[src/rtl/sfd_pkg.sv]
// Shared types, constants and helper functions for the serial link frame deframer.
// No dependencies; every other file in rtl/ except sfd_ram imports this package.
`timescale 1ns / 1ps

package sfd_pkg;

    // Frame geometry
    localparam int MAX_FRAME_BYTES = 64;
    localparam int POS_W           = $clog2(MAX_FRAME_BYTES);
    localparam int CNT_W           = $clog2(MAX_FRAME_BYTES + 1);
    localparam int TOT_W           = 9;
    localparam int RAM_DEPTH       = 2 * MAX_FRAME_BYTES;
    localparam int RAM_AW          = $clog2(RAM_DEPTH);
    localparam int QUEUE_DEPTH     = 2;
    localparam int QPTR_W          = $clog2(QUEUE_DEPTH);
    localparam int QCNT_W          = $clog2(QUEUE_DEPTH + 1);

    // Output field widths
    localparam int STATUS_W = 2;
    localparam int PLEN_W   = 6;
    localparam int DATA_W   = 8;

    localparam int LEN_MIN  = 2;
    localparam int LEN_MAX  = MAX_FRAME_BYTES - 2;

    // Byte positions inside a frame
    localparam int POS_TYPE = 2;
    localparam int POS_DST  = 3;
    localparam int POS_SRC  = 4;

    // Header bytes counted in the declared length, and payload start
    localparam logic [7:0] STD_HDR       = 8'd2;
    localparam logic [7:0] EXT_HDR       = 8'd4;
    localparam logic [7:0] STD_START     = 8'd3;
    localparam logic [7:0] EXT_START     = 8'd5;

    localparam logic [7:0] CRC_POLY      = 8'hD5;

    // Accepted sync addresses
    localparam logic [7:0] ADDR_FC       = 8'hC8;
    localparam logic [7:0] ADDR_BCAST    = 8'h00;
    localparam logic [7:0] ADDR_RX       = 8'hEA;
    localparam logic [7:0] ADDR_TX       = 8'hEE;
    localparam logic [7:0] ADDR_RX_ALT   = 8'hEC;

    // Types at or above EXT_TYPE_MIN carry dest/src, except these
    localparam logic [7:0] EXT_TYPE_MIN  = 8'h28;
    localparam logic [7:0] TYPE_X34      = 8'h34;
    localparam logic [7:0] TYPE_X80      = 8'h80;
    localparam logic [7:0] TYPE_X81      = 8'h81;
    localparam logic [7:0] TYPE_X82      = 8'h82;
    localparam logic [7:0] TYPE_X88      = 8'h88;
    localparam logic [7:0] TYPE_XAA      = 8'hAA;
    localparam logic [7:0] TYPE_XAC      = 8'hAC;

    // Result status codes
    localparam logic [STATUS_W-1:0] ST_OK    = 2'd0;
    localparam logic [STATUS_W-1:0] ST_CRC   = 2'd1;
    localparam logic [STATUS_W-1:0] ST_SHORT = 2'd2;

    // Frame descriptor handed from front to back
    typedef struct packed {
        logic [STATUS_W-1:0] status;
        logic [7:0]          sync_addr;
        logic [7:0]          frame_type;
        logic                is_ext;
        logic [7:0]          dest_addr;
        logic [7:0]          src_addr;
        logic [POS_W-1:0]    plen;
        logic [POS_W-1:0]    start;
        logic                bank;
    } t_desc;

    // One result item
    typedef struct packed {
        logic [STATUS_W-1:0] status;
        logic [7:0]          sync_addr;
        logic [7:0]          frame_type;
        logic                is_ext;
        logic [7:0]          dest_addr;
        logic [7:0]          src_addr;
        logic [PLEN_W-1:0]   pay_count;
        logic [PLEN_W-1:0]   byte_index;
        logic [7:0]          payload_byte;
        logic                byte_valid;
        logic                last;
    } t_result;

    typedef enum logic [1:0] {
        BS_IDLE,
        BS_ADDR,
        BS_READ,
        BS_OUT
    } t_back_state;

    function automatic logic addr_ok(input logic [7:0] b);
        return (b == ADDR_FC) || (b == ADDR_BCAST) || (b == ADDR_RX) ||
               (b == ADDR_TX) || (b == ADDR_RX_ALT);
    endfunction

    function automatic logic type_ext(input logic [7:0] t);
        logic excl;
        excl = (t == TYPE_X34) || (t == TYPE_X80) || (t == TYPE_X81) ||
               (t == TYPE_X82) || (t == TYPE_X88) || (t == TYPE_XAA) ||
               (t == TYPE_XAC);
        return (t >= EXT_TYPE_MIN) && !excl;
    endfunction

    // CRC-8, MSB first, one byte
    function automatic logic [7:0] crc8_step(input logic [7:0] crc, input logic [7:0] d);
        logic [7:0] c;
        c = crc ^ d;
        for (int i = 0; i < 8; i++) begin
            c = c[7] ? ((c << 1) ^ CRC_POLY) : (c << 1);
        end
        return c;
    endfunction

endpackage

[src/rtl/sfd_ram.sv]
// Generic single-write, single-read RAM with registered read data.
// No dependencies.
`timescale 1ns / 1ps

module sfd_ram #(
    parameter int WIDTH = 8,
    parameter int DEPTH = 128
) (
    input  logic                     i_clk,
    input  logic                     i_we,
    input  logic [$clog2(DEPTH)-1:0] i_waddr,
    input  logic [WIDTH-1:0]         i_wdata,
    input  logic [$clog2(DEPTH)-1:0] i_raddr,
    output logic [WIDTH-1:0]         o_rdata
);

    logic [WIDTH-1:0] r_mem [DEPTH];
    logic [WIDTH-1:0] r_rdata;

    always_ff @(posedge i_clk) begin
        if (i_we) begin
            r_mem[i_waddr] <= i_wdata;
        end
        r_rdata <= r_mem[i_raddr];
    end

    assign o_rdata = r_rdata;

endmodule

[src/rtl/sfd_front.sv]
// Front end: sync hunt, length check, CRC and frame store writes.
// Emits one descriptor per completed frame. Depends on sfd_pkg.
`timescale 1ns / 1ps

module sfd_front import sfd_pkg::*; (
    input  logic              i_clk,
    input  logic              i_rst_n,
    input  logic              i_accept,
    input  logic [7:0]        i_rx_byte,
    output logic              o_we,
    output logic [RAM_AW-1:0] o_waddr,
    output logic [7:0]        o_wdata,
    output logic              o_push,
    output t_desc             o_desc
);

    logic [CNT_W-1:0] r_cnt, n_cnt;
    logic [7:0]       r_len, n_len;
    logic [7:0]       r_crc, n_crc;
    logic [7:0]       r_sync, n_sync;
    logic [7:0]       r_type, n_type;
    logic [7:0]       r_dst, n_dst;
    logic [7:0]       r_src, n_src;
    logic             r_bank, n_bank;

    logic [TOT_W-1:0] total;
    logic [TOT_W-1:0] cnt_x;
    logic             crc_ok;
    logic             ext;

    always_ff @(posedge i_clk) begin
        if (!i_rst_n) begin
            r_cnt  <= '0;
            r_len  <= '0;
            r_crc  <= '0;
            r_bank <= 1'b0;
        end else begin
            r_cnt  <= n_cnt;
            r_len  <= n_len;
            r_crc  <= n_crc;
            r_bank <= n_bank;
        end
        r_sync <= n_sync;
        r_type <= n_type;
        r_dst  <= n_dst;
        r_src  <= n_src;
    end

    assign total   = TOT_W'(r_len) + TOT_W'(2);
    assign cnt_x   = TOT_W'(r_cnt);
    assign crc_ok  = (r_crc == i_rx_byte);
    assign ext     = type_ext(r_type);
    assign o_waddr = {r_bank, r_cnt[POS_W-1:0]};
    assign o_wdata = i_rx_byte;

    // Descriptor for a frame closed by the current byte
    always_comb begin
        o_desc.sync_addr  = r_sync;
        o_desc.frame_type = r_type;
        o_desc.bank       = r_bank;
        o_desc.dest_addr  = '0;
        o_desc.src_addr   = '0;
        o_desc.plen       = '0;
        o_desc.start      = POS_W'(STD_START);
        if (!crc_ok) begin
            o_desc.status = ST_CRC;
            o_desc.is_ext = 1'b0;
        end else if (ext && (r_len < EXT_HDR)) begin
            o_desc.status = ST_SHORT;
            o_desc.is_ext = 1'b1;
        end else begin
            o_desc.status = ST_OK;
            o_desc.is_ext = ext;
            if (ext) begin
                o_desc.dest_addr = r_dst;
                o_desc.src_addr  = r_src;
                o_desc.plen      = POS_W'(r_len - EXT_HDR);
                o_desc.start     = POS_W'(EXT_START);
            end else begin
                o_desc.plen      = POS_W'(r_len - STD_HDR);
            end
        end
    end

    always_comb begin
        n_cnt  = r_cnt;
        n_len  = r_len;
        n_crc  = r_crc;
        n_sync = r_sync;
        n_type = r_type;
        n_dst  = r_dst;
        n_src  = r_src;
        n_bank = r_bank;
        o_we   = 1'b0;
        o_push = 1'b0;
        if (i_accept) begin
            if (r_cnt == '0) begin
                if (addr_ok(i_rx_byte)) begin
                    n_sync = i_rx_byte;
                    n_cnt  = CNT_W'(1);
                end
            end else if (r_cnt == CNT_W'(1)) begin
                n_len = i_rx_byte;
                n_crc = '0;
                if ((TOT_W'(i_rx_byte) < TOT_W'(LEN_MIN)) ||
                    (TOT_W'(i_rx_byte) > TOT_W'(LEN_MAX))) begin
                    n_cnt = '0;
                end else begin
                    n_cnt = CNT_W'(2);
                end
            end else if ((cnt_x >= TOT_W'(MAX_FRAME_BYTES)) || (cnt_x >= total)) begin
                n_cnt = '0;
            end else begin
                o_we = 1'b1;
                if (cnt_x + TOT_W'(1) < total) begin
                    n_crc = crc8_step(r_crc, i_rx_byte);
                    n_cnt = r_cnt + CNT_W'(1);
                    if (r_cnt == CNT_W'(POS_TYPE)) begin
                        n_type = i_rx_byte;
                    end
                    if (r_cnt == CNT_W'(POS_DST)) begin
                        n_dst = i_rx_byte;
                    end
                    if (r_cnt == CNT_W'(POS_SRC)) begin
                        n_src = i_rx_byte;
                    end
                end else begin
                    // CRC byte closes the frame
                    n_cnt  = '0;
                    o_push = 1'b1;
                    n_bank = ~r_bank;
                end
            end
        end
    end

endmodule

[src/rtl/sfd_queue.sv]
// Two-entry descriptor queue between front and back.
// Depends on sfd_pkg.
`timescale 1ns / 1ps

module sfd_queue import sfd_pkg::*; (
    input  logic  i_clk,
    input  logic  i_rst_n,
    input  logic  i_push,
    input  t_desc i_desc,
    input  logic  i_pop,
    output t_desc o_head,
    output logic  o_full,
    output logic  o_empty
);

    t_desc             r_mem [QUEUE_DEPTH];
    logic [QPTR_W-1:0] r_wp;
    logic [QPTR_W-1:0] r_rp;
    logic [QCNT_W-1:0] r_cnt;
    logic              do_push;
    logic              do_pop;

    assign o_full  = (r_cnt == QCNT_W'(QUEUE_DEPTH));
    assign o_empty = (r_cnt == '0);
    assign do_push = i_push && !o_full;
    assign do_pop  = i_pop && !o_empty;
    assign o_head  = r_mem[r_rp];

    always_ff @(posedge i_clk) begin
        if (!i_rst_n) begin
            r_wp  <= '0;
            r_rp  <= '0;
            r_cnt <= '0;
        end else begin
            if (do_push) begin
                r_wp <= r_wp + QPTR_W'(1);
            end
            if (do_pop) begin
                r_rp <= r_rp + QPTR_W'(1);
            end
            if (do_push && !do_pop) begin
                r_cnt <= r_cnt + QCNT_W'(1);
            end else if (do_pop && !do_push) begin
                r_cnt <= r_cnt - QCNT_W'(1);
            end
        end
        if (do_push) begin
            r_mem[r_wp] <= i_desc;
        end
    end

endmodule

[src/rtl/sfd_back.sv]
// Back end: walks the head descriptor and emits its result run from the store.
// Depends on sfd_pkg.
`timescale 1ns / 1ps

module sfd_back import sfd_pkg::*; (
    input  logic              i_clk,
    input  logic              i_rst_n,
    input  logic              i_empty,
    input  t_desc             i_head,
    input  logic [7:0]        i_rdata,
    output logic [RAM_AW-1:0] o_raddr,
    output logic              o_pop,
    output logic              o_valid,
    input  logic              i_ready,
    output t_result           o_res
);

    t_back_state      r_state, n_state;
    logic [POS_W-1:0] r_k, n_k;
    t_result          r_out, n_out;
    logic [POS_W-1:0] pos;

    assign pos     = i_head.start + r_k;
    assign o_raddr = {i_head.bank, pos};
    assign o_valid = (r_state == BS_OUT);
    assign o_res   = r_out;

    always_ff @(posedge i_clk) begin
        if (!i_rst_n) begin
            r_state <= BS_IDLE;
        end else begin
            r_state <= n_state;
        end
    end

    always_ff @(posedge i_clk) begin
        r_k   <= n_k;
        r_out <= n_out;
    end

    always_comb begin
        n_state = r_state;
        n_k     = r_k;
        n_out   = r_out;
        o_pop   = 1'b0;
        case (r_state)
            BS_IDLE: begin
                n_k = '0;
                n_out.status       = i_head.status;
                n_out.sync_addr    = i_head.sync_addr;
                n_out.frame_type   = i_head.frame_type;
                n_out.is_ext       = i_head.is_ext;
                n_out.dest_addr    = i_head.dest_addr;
                n_out.src_addr     = i_head.src_addr;
                n_out.pay_count    = '0;
                n_out.byte_index   = '0;
                n_out.payload_byte = '0;
                n_out.byte_valid   = 1'b0;
                n_out.last         = 1'b1;
                if (!i_empty) begin
                    // errors and empty payloads make a single result
                    n_state = (i_head.plen == '0) ? BS_OUT : BS_ADDR;
                end
            end
            BS_ADDR: begin
                n_state = BS_READ;
            end
            BS_READ: begin
                n_out.pay_count    = PLEN_W'(i_head.plen);
                n_out.byte_index   = PLEN_W'(r_k);
                n_out.payload_byte = i_rdata;
                n_out.byte_valid   = 1'b1;
                n_out.last = ((POS_W + 1)'(r_k) + (POS_W + 1)'(1)) ==
                             (POS_W + 1)'(i_head.plen);
                n_state = BS_OUT;
            end
            BS_OUT: begin
                if (i_ready) begin
                    if (r_out.last) begin
                        o_pop   = 1'b1;
                        n_state = BS_IDLE;
                    end else begin
                        n_k     = r_k + POS_W'(1);
                        n_state = BS_ADDR;
                    end
                end
            end
            default: begin
                n_state = BS_IDLE;
            end
        endcase
    end

endmodule

[src/rtl/serial_link_frame_deframer.sv]
// Serial link frame deframer: one received byte per transfer in, payload runs out.
// A status-only result is loaded from the queue head straight into the output register.
// Throughput: one input byte per cycle while the two-entry descriptor queue has room;
// each payload result passes the store address, store read and output register states in turn.
// Reset (i_rst_n, synchronous, active low) returns the front to sync hunt and empties the queue.
// Depends on sfd_pkg, sfd_ram, sfd_front, sfd_queue, sfd_back.
`timescale 1ns / 1ps

module serial_link_frame_deframer import sfd_pkg::*; (
    input  logic        i_clk,
    input  logic        i_rst_n,
    // receive byte stream
    input  logic        i_s_axis_tvalid,
    output logic        o_s_axis_tready,
    input  logic [7:0]  i_s_axis_tdata,   // [7:0] rx_byte
    // result stream
    output logic        o_m_axis_tvalid,
    input  logic        i_m_axis_tready,
    // [1:0] status, [9:2] sync_addr, [17:10] frame_type, [18] is_extended,
    // [26:19] dest_addr, [34:27] src_addr, [40:35] pay_count,
    // [46:41] byte_index, [54:47] payload_byte, [55] zero
    output logic [55:0] o_m_axis_tdata,
    output logic        o_m_axis_tuser,   // [0] byte_valid
    output logic        o_m_axis_tlast    // last
);

    logic              in_xfer;
    logic              ram_we;
    logic [RAM_AW-1:0] ram_waddr;
    logic [7:0]        ram_wdata;
    logic [RAM_AW-1:0] ram_raddr;
    logic [7:0]        ram_rdata;
    logic              q_push;
    logic              q_pop;
    logic              q_full;
    logic              q_empty;
    t_desc             front_desc;
    t_desc             q_head;
    t_result           res;

    // The front keeps taking bytes until both queue slots hold frames; the
    // store is two banks, so the frame being emitted is never overwritten.
    assign o_s_axis_tready = !q_full;
    assign in_xfer         = i_s_axis_tvalid && o_s_axis_tready;

    sfd_front u_front (
        .i_clk     (i_clk),
        .i_rst_n   (i_rst_n),
        .i_accept  (in_xfer),
        .i_rx_byte (i_s_axis_tdata),
        .o_we      (ram_we),
        .o_waddr   (ram_waddr),
        .o_wdata   (ram_wdata),
        .o_push    (q_push),
        .o_desc    (front_desc)
    );

    // Frame store: bank bit on top, byte position below
    sfd_ram #(
        .WIDTH (8),
        .DEPTH (RAM_DEPTH)
    ) u_store (
        .i_clk   (i_clk),
        .i_we    (ram_we),
        .i_waddr (ram_waddr),
        .i_wdata (ram_wdata),
        .i_raddr (ram_raddr),
        .o_rdata (ram_rdata)
    );

    // A descriptor stays at the head until its last result transfers,
    // which keeps its bank reserved for the whole run.
    sfd_queue u_queue (
        .i_clk   (i_clk),
        .i_rst_n (i_rst_n),
        .i_push  (q_push),
        .i_desc  (front_desc),
        .i_pop   (q_pop),
        .o_head  (q_head),
        .o_full  (q_full),
        .o_empty (q_empty)
    );

    sfd_back u_back (
        .i_clk   (i_clk),
        .i_rst_n (i_rst_n),
        .i_empty (q_empty),
        .i_head  (q_head),
        .i_rdata (ram_rdata),
        .o_raddr (ram_raddr),
        .o_pop   (q_pop),
        .o_valid (o_m_axis_tvalid),
        .i_ready (i_m_axis_tready),
        .o_res   (res)
    );

    // Output packing, first field in the low bits
    assign o_m_axis_tdata = {1'b0, res.payload_byte, res.byte_index, res.pay_count,
                             res.src_addr, res.dest_addr, res.is_ext,
                             res.frame_type, res.sync_addr, res.status};
    assign o_m_axis_tuser = res.byte_valid;
    assign o_m_axis_tlast = res.last;

    // The front only closes a frame when the queue has a free slot
    a_no_push_full: assert property (@(posedge i_clk) disable iff (!i_rst_n)
        q_push |-> !q_full)
        else $error("descriptor pushed into a full queue");

    // A status-only result is always the whole run
    a_single_result: assert property (@(posedge i_clk) disable iff (!i_rst_n)
        (o_m_axis_tvalid && !o_m_axis_tuser) |-> o_m_axis_tlast)
        else $error("status-only result not marked last");

    // Payload bytes come only from good frames and stay inside the payload
    a_data_ok: assert property (@(posedge i_clk) disable iff (!i_rst_n)
        (o_m_axis_tvalid && o_m_axis_tuser) |->
            (res.status == ST_OK) && (res.byte_index < res.pay_count))
        else $error("payload byte outside a good frame");

    // The queue is popped exactly on the transfer of a run's last result
    a_pop_on_last: assert property (@(posedge i_clk) disable iff (!i_rst_n)
        q_pop |-> (o_m_axis_tvalid && i_m_axis_tready && o_m_axis_tlast))
        else $error("queue popped outside a final transfer");

endmodule

[config.mk]
export PLATFORM = sky130hd
export DESIGN_NAME = serial_link_frame_deframer
export DESIGN_NICKNAME = d
export VERILOG_FILES = /design/src/rtl/sfd_pkg.sv /design/src/rtl/sfd_ram.sv /design/src/rtl/sfd_front.sv /design/src/rtl/sfd_queue.sv /design/src/rtl/sfd_back.sv /design/src/rtl/serial_link_frame_deframer.sv
export SDC_FILE = /design/constraint.sdc
export NUM_CORES = 1
export LEC_CHECK = 0
export BUFFER_PORTS_ARGS = -buffer_cell sky130_fd_sc_hd__buf_2
export CAP_MARGIN = 20
export CORE_ASPECT_RATIO = 1.75
export CORE_MARGIN = 2
export CORE_UTILIZATION = 63
export CTS_CLUSTER_DIAMETER = 100
export DETAILED_ROUTE_END_ITERATION = 10
export GPL_ROUTABILITY_DRIVEN = 0
export PLACE_DENSITY = 0.83
export SYNTH_ARGS = -nofsm -noshare
export SYNTH_HDL_FRONTEND = slang
export SYNTH_SLANG_ARGS = --single-unit
[constraint.sdc]
create_clock -name i_clk -period 6.7 [get_ports i_clk]
set_input_delay 1.34 -clock i_clk [delete_from_list [all_inputs] [get_ports i_clk]]
set_output_delay 1.34 -clock i_clk [all_outputs]
set_load 0.01 [all_outputs]
==> out/qor.yml <==
grt_pass1_vias: 26900
cts_max_level: 3
synth.top_cells.by_count: "1207 x edfxtp_1, 282 x mux4_2, 181 x nor2_1, 123 x nand2_1, 48 x nand3_1"
drive_above_1_share_pct: 23.2
core.rowCount: 135
fin_crit_sh_pct: 82.3
cts_made_buffers: 97
drc: 0
gr-total-overflow: 0
via_per_inst: 7.08
cp_max_fo: 47
crit_arrival_ns: 6.04
finClkSkew_ns: 0.0306
cts_tree: "yes"
hold_path.class: "flop to flop"
netlist.area_leader.share_pct: 73.6
worst_setup_path_start_kind: "flop"
setup_tns_ns: 0
drt.antenna.violating_nets: 0
drv_cap: 0
die_h_um: 374
intPower_mw: 14.7
portBuffers: 70
cp-end-kind: "flop"
synth.distinct_cells: 79
clk_pin_slew_worst_paths_ns: 0.07
drv_slew: 0
fill_cells: 4306
start_util_pct: 63.7
nets: 2624
final_area_sq_mm: 0.0541
worstMarginPinSlew_ns: 1.14
leakagePower_nw: 17.1
synth-seq-cells: 1246
clock-sinks: 1246
async_flop_share_pct: 0
dp_cells: 3505
hold_viol_final: 0
synth_top_flop_cell: "edfxtp_1"
die_x_um: 215
status: "completed"
rsz0062_at_grt: "false"
holdPathStages: 0
p_per_area_mw_per_mm2: 396
synth_nets: 2527
drt_wl_total_um: 127000
cts_buffer_depth: 3
syn_inst: 2485
ir_worst_vdd_mv: 0.349
seq_area_frac_synth_pct: 75.1
cts_hold_buf: 0
dpl_cell_area_sq_mm: 0.0508
reg2reg_depth: 10
drtIter0Drc: 3562
min_to: "u_queue.r_mem[0][44]$_DFFE_PP_"
post-cts-setup-buffers: 0
cts_resized: 0
min_from: "u_front.r_sync[6]$_DFFE_PP_"
dr.pass1.iters: 6
routedWlPerCell_um: 34.5
synth-edff-count: 1207
ys_warn_count: 0
combPwrFrac_pct: 30.7
yosysTopAreaCell: "edfxtp_1"
die-area_sq_mm: 0.0806
maxSlewHeadroom_pct: 23.6
clk_latency_ns: 0.69
area_growth_pct: 9.71
grt_max_degree: 100
coreArea_sq_mm: 0.0774
setup_slack_ns: 1.19
grt_pass1_wl_um: 185000
period_needed_ns: 5.51
r2r_slack_ns: 1.19
p_seq_share_pct: 41.5
vias: 26100
clock-root-buffer: "clkbuf_16"
groute.usage.overall_pct: 32.3
dpl.hpwl_um: 75800
num_io_pins: 72
p_switching_mw: 6.71
yosysMostFrequentCell: "edfxtp_1"
switching_share_pct: 31.3
antenna_found_initial: 8
synth_top_cells_by_area: "edfxtp_1 74%, mux4_2 13%, dfxtp_1 1.6%, nor2_1 1.4%, nand2_1 0.94%"
pre_cts_ws_ns: 1.75
clkPwrFrac_pct: 27.8
synth_area_sq_mm: 0.0493
crit_required_ns: 7.23
finalPower_mw: 21.4
crit_type: "flop to flop"
syn_area_per_cell_sq_um: 19.8
layout.cells.non_filler: 3692
setup_viol: 0
r2r-end: "u_store.o_rdata[5]$_DFF_P_"
maxClockFrequency_mhz: 181
registers in the layout, summed over array words and instances (netlist names), 2 cells and up, named ones only:
name and flops:
u_front.r_dst 8, u_front.r_len 8, u_front.r_crc 8, u_back.r_k 6
u_store.o_rdata 8, u_queue.r_mem 88, u_store.r_mem 1024, u_back.o_res 57
u_front.r_sync 8, u_front.r_type 8, u_back.r_state 2, u_front.r_src 8
u_queue.r_cnt 2, u_front.r_cnt 7
final cells by class:
class | count | area [sq um] | area share, %
flip-flops and latches | 1246 | 37000 | 68.5
multi-input cells | 1091 | 11600 | 21.4
clock buffers | 127 | 2630 | 4.87
well taps | 1027 | 1280 | 2.38
repair buffers | 126 | 865 | 1.60
clock inverters | 53 | 623 | 1.15
inverters | 20 | 75.1 | 0.139
diodes | 2 | 5.00 | 0.00926
cells in the final DEF (no fill, tap or decap), drive strengths merged, types with 26 or more instances in the layout:
master / count
and2: 36
buf: 126
clkbuf: 127
clkinv: 31
dfxtp: 39
edfxtp: 1207
ha: 29
inv: 26
mux2: 38
mux2i: 33
mux4: 282
nand2: 124
nand3: 50
nor2: 184
xnor2: 26
how the worst max path moves through the flow:
stage	endpoint	slack, ns	cells past startpoint	from
6_report	u_store.o_rdata[5]$_DFF_P_	1.19	10	flop
3_5_place_dp	u_store.o_rdata[4]$_DFF_P_	1.75	9	flop
5_1_grt	u_store.o_rdata[5]$_DFF_P_	1.10	10	flop
4_1_cts	u_store.o_rdata[1]$_DFF_P_	1.65	10	flop
2_1_floorplan	u_queue.r_mem[0][0]$_DFFE_PP_	0.82	11	u_front.r_cnt[1]$_SDFFE_PN0P_
3_3_place_gp	u_store.o_rdata[1]$_DFF_P_	1.21	9	flop
power by group through the flow:
stage | combinational, mW | clock [mW] | sequential [mW]
global placement | 6.09 | 0 | 9.06
floorplan | 4.18 | 0 | 9.07
finish | 6.58 | 5.95 | 8.90
global route | 6.76 | 6.21 | 8.91
CTS | 6.40 | 5.96 | 8.90
detailed placement | 6.22 | 0 | 9.07
critical path: stages (launching register included):
cell and delay (ns):
dfxtp_2 0.67, mux2_2 0.41, ha_1 0.43, a21oi_2 0.29
a21o_1 0.77, nand2_4 0.58, buf_12 0.37, a211oi_1 0.76
a41oi_1 0.11, a21oi_1 0.72, o311ai_1 0.19
per-stage QoR:
stage               utilization [%]  hold WS [ns]
finish                         69.9         0.453
global route                   69.9         0.474
CTS                            69.8         0.452
detailed placement             65.6         0.436
global placement               65.6         0.423
floorplan                         -         0.421
metal layers:
metal  GRT usage, %  up-vias  routed length [um]
met4           25.0        6               11500
met5              0        -                  35
met1           35.2    13200               38100
met3           7.60      575               12700
li1               -    10300                   -
met2           54.4     2059               65100
cell families (layout without fill, tap and decap cells):
kind of cell / count (synthesis) / after routing / share of synthesized area, %
AO/OA/AOI/OAI: 160 / 160 / 2.45
XOR/XNOR: 51 / 51 / 0.937
adder cells (fa/ha/maj): 30 / 30 / 0.777
buffers and inverters: 148 / 326 / 1.54
flip-flops: 1246 / 1246 / 75.1
multiplexers: 353 / 353 / 14.4
other: 1 / 3 / 0.00761
AND/OR/NAND/NOR: 496 / 496 / 4.72
Power figures use the tool's default switching activity.
